[src/rled_pkg.sv]
// Shared types and constants for the planar run-length sprite decoder.
// No dependencies; every other file of the block imports this package.
package rled_pkg;

   localparam int HEADER_BYTES = 10;

   typedef struct packed {
      logic [7:0] data_byte;
      logic       frame_start;
   } req_type;

   typedef struct packed {
      logic        pixel_write;
      logic [15:0] pixel_address;
      logic [7:0]  pixel_value;
      logic        frame_done;
      logic        range_error;
   } rsp_type;

   // One decoded byte's outcome, handed from the parser to the output register.
   typedef struct packed {
      logic    valid;
      rsp_type word;
   } result_type;

   // Unsigned 32-bit add that sticks at all ones instead of wrapping.
   function automatic logic [31:0] sat_add32(input logic [31:0] a, input logic [31:0] b);
      logic [32:0] sum;
      sum = {1'b0, a} + {1'b0, b};
      sat_add32 = sum[32] ? 32'hFFFF_FFFF : sum[31:0];
   endfunction

endpackage

[src/rled_parser.sv]
// Header, command and literal parser with the frame decode state.
// Depends on rled_pkg for the word types and the saturating add.
module rled_parser #(
   parameter int MAX_PIXELS  = 65536,
   parameter int PLANE_COUNT = 4
) (
   input  logic                 clock,
   input  logic                 reset,
   input  logic                 accept,
   input  rled_pkg::req_type    req_word,
   output rled_pkg::result_type result
);
   import rled_pkg::*;

   localparam int PIDX_W = (PLANE_COUNT > 1) ? $clog2(PLANE_COUNT) : 1;
   localparam logic [PIDX_W:0] PLANE_LAST = (PIDX_W + 1)'(PLANE_COUNT - 1);
   localparam logic [31:0] STRIDE = 32'(PLANE_COUNT);
   localparam logic [32:0] ADDR_LIMIT = 33'(MAX_PIXELS);
   localparam logic [3:0] HEADER_LAST = 4'(HEADER_BYTES - 1);

   localparam logic [1:0] PH_IDLE    = 2'd0;
   localparam logic [1:0] PH_HEADER  = 2'd1;
   localparam logic [1:0] PH_COMMAND = 2'd2;
   localparam logic [1:0] PH_LITERAL = 2'd3;

   logic [1:0]        phase_ff, phase_in;
   logic [3:0]        hidx_ff, hidx_in;
   logic [15:0]       width_ff, width_in;
   logic [15:0]       height_ff, height_in;
   logic [PIDX_W-1:0] plane_ff, plane_in;
   logic [15:0]       rows_ff, rows_in;
   logic [31:0]       row_base_ff, row_base_in;
   logic [31:0]       col_ff, col_in;
   logic [6:0]        lit_ff, lit_in;

   logic [1:0]  phase_eff;
   logic [3:0]  hidx_eff;
   logic [7:0]  b;
   logic [32:0] addr;
   logic [31:0] skip;

   always_comb begin
      b         = req_word.data_byte;
      phase_eff = req_word.frame_start ? PH_HEADER : phase_ff;
      hidx_eff  = req_word.frame_start ? 4'd0 : hidx_ff;
      addr      = {1'b0, row_base_ff} + {1'b0, col_ff};
      skip      = 32'(9'd256 - {1'b0, b}) * STRIDE;

      phase_in    = phase_eff;
      hidx_in     = hidx_eff;
      width_in    = width_ff;
      height_in   = height_ff;
      plane_in    = plane_ff;
      rows_in     = rows_ff;
      row_base_in = row_base_ff;
      col_in      = col_ff;
      lit_in      = lit_ff;
      result      = '0;

      case (phase_eff)
         PH_HEADER: begin
            case (hidx_eff)
               4'd0:    width_in[7:0]   = b;
               4'd1:    width_in[15:8]  = b;
               4'd2:    height_in[7:0]  = b;
               4'd3:    height_in[15:8] = b;
               default: ;
            endcase
            hidx_in = hidx_eff + 4'd1;
            if (hidx_eff >= HEADER_LAST) begin
               hidx_in     = 4'd0;
               lit_in      = 7'd0;
               plane_in    = '0;
               rows_in     = height_ff;
               row_base_in = 32'd0;
               col_in      = 32'd0;
               if (height_ff == 16'd0) begin
                  phase_in              = PH_IDLE;
                  result.valid          = 1'b1;
                  result.word.frame_done = 1'b1;
               end else begin
                  phase_in = PH_COMMAND;
               end
            end
         end
         PH_COMMAND: begin
            if (b == 8'd0) begin
               rows_in     = rows_ff - 16'd1;
               row_base_in = sat_add32(row_base_ff, 32'(width_ff));
               col_in      = 32'(plane_ff);
               if (rows_ff == 16'd1) begin
                  if ((PIDX_W + 1)'(plane_ff) >= PLANE_LAST) begin
                     phase_in               = PH_IDLE;
                     result.valid           = 1'b1;
                     result.word.frame_done = 1'b1;
                  end else begin
                     // Next plane starts one column further right.
                     plane_in    = plane_ff + PIDX_W'(1);
                     rows_in     = height_ff;
                     row_base_in = 32'd0;
                     col_in      = 32'(plane_ff) + 32'd1;
                  end
               end
            end else if (b[7]) begin
               col_in = sat_add32(col_ff, skip);
            end else begin
               lit_in   = b[6:0];
               phase_in = PH_LITERAL;
            end
         end
         PH_LITERAL: begin
            col_in = sat_add32(col_ff, STRIDE);
            lit_in = lit_ff - 7'd1;
            if (lit_ff == 7'd1) begin
               phase_in = PH_COMMAND;
            end
            result.valid = 1'b1;
            if (addr >= ADDR_LIMIT) begin
               result.word.range_error = 1'b1;
            end else begin
               result.word.pixel_write   = 1'b1;
               result.word.pixel_address = addr[15:0];
               result.word.pixel_value   = b;
            end
         end
         default: ;
      endcase
   end

   always_ff @(posedge clock) begin
      if (reset) begin
         phase_ff    <= PH_IDLE;
         hidx_ff     <= 4'd0;
         width_ff    <= 16'd0;
         height_ff   <= 16'd0;
         plane_ff    <= '0;
         rows_ff     <= 16'd0;
         row_base_ff <= 32'd0;
         col_ff      <= 32'd0;
         lit_ff      <= 7'd0;
      end else if (accept) begin
         phase_ff    <= phase_in;
         hidx_ff     <= hidx_in;
         width_ff    <= width_in;
         height_ff   <= height_in;
         plane_ff    <= plane_in;
         rows_ff     <= rows_in;
         row_base_ff <= row_base_in;
         col_ff      <= col_in;
         lit_ff      <= lit_in;
      end
   end

`ifndef SYNTHESIS
   a_header_index: assert property (@(posedge clock) disable iff (reset)
      phase_ff == PH_HEADER |-> hidx_ff <= HEADER_LAST)
      else $error("header index ran past the header");
   a_literal_count: assert property (@(posedge clock) disable iff (reset)
      phase_ff == PH_LITERAL |-> lit_ff != 7'd0)
      else $error("literal phase with no literals left");
   a_plane_range: assert property (@(posedge clock) disable iff (reset)
      (PIDX_W + 1)'(plane_ff) <= PLANE_LAST)
      else $error("plane index out of range");
   a_one_kind: assert property (@(posedge clock) disable iff (reset)
      result.valid |-> $countones({result.word.pixel_write, result.word.frame_done,
                                   result.word.range_error}) == 1)
      else $error("result word carries no or several kinds");
`endif
endmodule

[src/rled_rsp_reg.sv]
// Output register for the decoder's result words.
// Depends on rled_pkg for the result types.
module rled_rsp_reg (
   input  logic                 clock,
   input  logic                 reset,
   input  logic                 accept,
   input  rled_pkg::result_type result,
   output logic                 slot_free,
   output logic                 rsp_valid,
   input  logic                 rsp_ready,
   output rled_pkg::rsp_type    rsp_data
);
   import rled_pkg::*;

   logic    valid_ff;
   rsp_type word_ff;

   // The slot is free when empty or when its word leaves this cycle.
   assign slot_free = !valid_ff || rsp_ready;
   assign rsp_valid = valid_ff;
   assign rsp_data  = word_ff;

   always_ff @(posedge clock) begin
      if (reset) begin
         valid_ff <= 1'b0;
      end else if (accept && result.valid) begin
         valid_ff <= 1'b1;
      end else if (rsp_ready) begin
         valid_ff <= 1'b0;
      end
   end

   always_ff @(posedge clock) begin
      if (accept && result.valid) begin
         word_ff <= result.word;
      end
   end
endmodule

[src/planar_rle_sprite_decoder_top.sv]
// Top level of the planar run-length sprite decoder.
// Depends on rled_pkg, rled_parser and rled_rsp_reg.
//
// Usage: one compressed frame byte enters per word on the req_ channel
// (valid/ready), with frame_start set on the first header byte. After the
// ten-byte header, PLANE_COUNT (default four) interleaved planes of row
// commands follow. Each literal byte yields one word on the rsp_ channel:
// a pixel write, or a range-error word when the address reaches
// MAX_PIXELS. The last row of the last plane, or a header with zero height,
// yields one frame-done word. Bytes outside a frame give no word.
// Throughput: one byte per cycle while req_ready is high, set by the single
// parse step between the decode state registers and the output register.
// Latency: a result word shows on rsp_ the cycle after its byte is accepted.
// Stall: req_ready stays high while the output register is empty or being
// taken; when the receiver holds rsp_ready low with a word waiting, req_ready
// drops until that word leaves.
// Reset (synchronous) empties the output register and leaves the decoder
// idle, waiting for frame_start.
module planar_rle_sprite_decoder_top #(
   parameter int MAX_PIXELS  = 65536,
   parameter int PLANE_COUNT = 4
) (
   input  logic              clock,
   input  logic              reset,
   input  logic              req_valid,
   output logic              req_ready,
   input  rled_pkg::req_type req_data,
   output logic              rsp_valid,
   input  logic              rsp_ready,
   output rled_pkg::rsp_type rsp_data
);
   import rled_pkg::*;

   result_type result;
   logic       slot_free;
   logic       accept;

   assign req_ready = slot_free;
   assign accept    = req_valid && slot_free;

   rled_parser #(
      .MAX_PIXELS  (MAX_PIXELS),
      .PLANE_COUNT (PLANE_COUNT)
   ) u_parser (
      .clock    (clock),
      .reset    (reset),
      .accept   (accept),
      .req_word (req_data),
      .result   (result)
   );

   rled_rsp_reg u_rsp_reg (
      .clock     (clock),
      .reset     (reset),
      .accept    (accept),
      .result    (result),
      .slot_free (slot_free),
      .rsp_valid (rsp_valid),
      .rsp_ready (rsp_ready),
      .rsp_data  (rsp_data)
   );
endmodule
[config.mk]
export PLATFORM = sky130hd
export DESIGN_NAME = planar_rle_sprite_decoder_top
export DESIGN_NICKNAME = d
export VERILOG_FILES = /design/src/rled_pkg.sv /design/src/rled_parser.sv /design/src/rled_rsp_reg.sv /design/src/planar_rle_sprite_decoder_top.sv
export SDC_FILE = /design/constraint.sdc
export NUM_CORES = 1
export LEC_CHECK = 0
export BUFFER_PORTS_ARGS = -buffer_cell sky130_fd_sc_hd__buf_4
export CELL_PAD_IN_SITES_DETAIL_PLACEMENT = 0
export CELL_PAD_IN_SITES_GLOBAL_PLACEMENT = 1
export CORE_ASPECT_RATIO = 0.5
export CORE_MARGIN = 4
export CORE_UTILIZATION = 45
export DETAILED_ROUTE_END_ITERATION = 7
export PLACE_DENSITY_LB_ADDON = 0.1
export SETUP_SLACK_MARGIN = 0.5
export SYNTH_ARGS = -nofsm -noshare
export SYNTH_HDL_FRONTEND = slang
export SYNTH_SLANG_ARGS = --single-unit
[constraint.sdc]
create_clock -name clock -period 6.15 [get_ports clock]
set_clock_uncertainty 0.05 [all_clocks]
set_input_delay 0.9225 -clock clock [delete_from_list [all_inputs] [get_ports clock]]
set_output_delay 0.9225 -clock clock [all_outputs]
set_load 0.01 [all_outputs]
==> impl_results.md <==
* Max H-tree Level at 4
* Total CTS buffers at 17
* Vias in the first global route at 10,400
* Setup bufs post-CTS at 0
* Lkg Pwr at 4.78 nW
* Relative slew margins at 7.72%
* Post-synthesis instance total at 1,497
* Antenna violations before repair at 0
* GR Util All Layers at 25.1%
* Longest Clk Path Bufs at 2
* Clock slew at reported path FFs at 70 ps
* Final hold vios at 0
* Worst-Skew Late Latency at 460 ps
* Row count at 41
* Syn_area_per_cell at 7.70 µm²
* HP Class: reg2reg
* Fraction of registers with async set or reset after synthesis at 0%
* Layout cells sized above 1 at 9.63%
* Worst vdd ir at 0.204 mV
* Final setup fails at 0
* CTS tree: done
* Post-Route WL at 34.6 mm
* First-pass GRT wire length at 56.7 mm
* Worst setup path class: reg2reg
* Routed WL per cell at 18.8 µm
* DRC at 0
* Initial Utilization at 45.8%
* Critical Path RT at 6400 ps
* Pins Over Slew Limit at 0
* Final instance count without filler cells at 1,840
* First-pass DRT Iterations at 5
* Post-synth EDFFs at 27
* Filler Cell Count at 2,447
* R2R cell count at 13
* Maxcap violations at 0
* Vias per std cell at 6.04
* FF+latch count, synth at 155
* Sequential element share of the synthesized area at 29.3%
* Power Dens Cells at 181 nW/µm²
* RR Endpoint: u_rsp_reg.rsp_data[17]
* Area of the mapped netlist at 11,500 µm²
* Status: completed
* Cts hold-fix bufs at 0
* Max Clk Rate at 0.230 GHz
* Startpoint types: register
* Post-DRT Antenna Nets at 0
* Count of cell types in the netlist at 84
* CP startpoint: u_parser.col_ff[0]
* Total gr overflow at 0
* Die footprint at 28,400 µm²
* Final core occ at 49.8%
* CTS Root Cell: clkbuf_16
* Setup TNS Final at 0 ps
* Die W at 234 µm
* Post-cts resize count at 0
* Crit. End Element: register
* Nets@finish at 1,574
* Via count at 11,100
* Critical Path Fanout Max at 22
* Crit share post-route at 70.8%
* Dpl cells at 1,808
* Synth Flop Type: dfxtp_1
* Post-Syn Nets at 1,588
* Least-Margin Pin Slew at 1380 ps
* Critical path arrival at 4610 ps
* DR iter-0 viols at 1,054
* Largest net degree at the start of global routing at 78
* Synth Warn # at 0
* # IOs at 42
* Core area at 25,200 µm²
* R2R Path Start: u_parser.col_ff[0]
* Diodes inserted at 0
* CTS sink cnt at 155
* Routability congestion estimate from global placement at 0.873
* Detailed placement HPWL at 25.4 mm
* Die H at 121 µm
* RSZ-0062 raised after global routing: false
* Final worst path period need at 4360 ps
* End of the critical path: u_rsp_reg.rsp_data[17]
* Synth-to-layout area growth at 8.87%
* Port Buf Inserts at 41
* Flop2flop setup slack at 1790 ps
-- cell families after synthesis --
logic type | share of synthesized area (%)
DFF | 29.3
AOI/OAI and AO/OA | 24.9
muxes | 0.619
adders and majority gates | 8.66
and+or+nand+nor | 26.1
buffers and inverters | 5.09
xor gates and xnor gates | 5.40
-- layout by cell type (no fill, tap or decap), types with 16 or more instances in the layout --
cell	netlist	routed
xnor2_1	43	43
ha_1	75	75
edfxtp_1	27	27
buf_4	3	56
inv_1	41	41
a21o_1	23	23
a21oi_1	151	151
nor3_1	47	46
a211oi_1	19	19
dfxtp_1	128	128
nor3_2	16	17
nand3_1	81	81
nand2_1	151	151
nand4_1	16	16
clkbuf_16	0	17
a31oi_1	19	19
o21ai_0	147	147
nand2b_1	20	20
xor2_1	28	28
and3_1	26	26
nor2_1	121	119
-- metrics by stage --
step	hold WS (ps)	setup WS [ps]	instance area (µm²)	power (mW)
floorplan	389	2050	11500	1.18
global placement	405	1770	12000	1.23
detailed placement	404	1620	12000	1.23
CTS	413	1780	12500	2.29
global route	444	1480	12500	2.36
finish	413	1790	12500	2.27
-- how the worst min path moves through the flow --
stage,start,to,cells after the start
after floorplan,u_parser.row_base_ff[10],u_parser.row_base_ff[10],2
after global placement,u_parser.width_ff[0],u_parser.width_ff[0],2
after detailed placement,u_parser.width_ff[0],u_parser.width_ff[0],2
after CTS,u_parser.width_ff[0],u_parser.width_ff[0],2
after global routing,u_parser.rows_ff[9],u_parser.rows_ff[9],2
final,u_parser.width_ff[0],u_parser.width_ff[0],2
-- state kept, by name, indices dropped and copies added (netlist names), 4 cells and up --
signal	count
u_parser.hidx_ff	4
u_rsp_reg.rsp_data	27
u_parser.width_ff	16
u_parser.col_ff	32
u_parser.lit_ff	7
u_parser.rows_ff	16
u_parser.row_base_ff	32
u_parser.height_ff	16
-- cells in the mapped netlist, drive strengths merged, types with 8 or more instances --
library cell	count	share of area, %
nand2	155	5.2
a21oi	152	6.6
o21ai	152	6.6
dfxtp	128	22
nor2	121	3.9
nand3	82	3.6
ha	75	8.1
nor3	64	3.6
clkbuf	62	2.0
xnor2	43	3.3
inv	41	1.3
xor2	28	2.1
buf	27	1.6
edfxtp	27	7.0
and3	26	1.4
a211oi	23	1.7
a21o	23	1.5
nand2b	20	1.1
a31oi	19	1.0
nor4	19	1.5
nand4	17	0.98
and2	16	0.89
o21a	14	0.91
nand3b	13	0.85
a22oi	12	0.78
a22o	10	0.76
o211ai	10	0.65
or2	10	0.54
a221oi	9	0.74
nor2b	9	0.49
a41oi	8	0.61
or3	8	0.48
-- where the power goes --
group	total (mW)	leakage, nW	internal [mW]	switching (mW)
logic	0.159	3.22	0.0520	0.107
registers	1.05	1.28	1.04	0.00835
clock network	1.06	0.283	0.576	0.488
-- metal layers --
| layer | up-vias | GRT usage, % | wire length (µm) |
|---|---|---|---|
| met1 | 5295 | 36.1 | 16900 |
| met4 | 0 | 7.89 | 701 |
| li1 | 5436 | - | - |
| met2 | 326 | 38.8 | 15200 |
| met3 | 48 | 3.73 | 1770 |
| met5 | - | 0 | 0 |
-- final cells by class --
type | instances | area (µm²) | area share, %
inverters | 43 | 174 | 1.39
repair buffers | 56 | 420 | 3.35
flip-flops and latches | 155 | 3370 | 26.9
well taps | 344 | 430 | 3.43
multi-input cells | 1210 | 7570 | 60.4
clock inverters | 14 | 135 | 1.08
clock buffers | 18 | 439 | 3.50
-- critical path: stages, from the launching register on --
cell and delay [ps]:
dfxtp_1 410, ha_1 240, inv_1 70, fa_1 400
nand2b_1 190, a211oi_2 320, o31a_1 260, o211ai_1 210
and2_1 220, o311a_1 340, nor4_2 280, nand4_2 660
buf_4 430, nor3_2 120
Power figures use the tool's default switching activity.
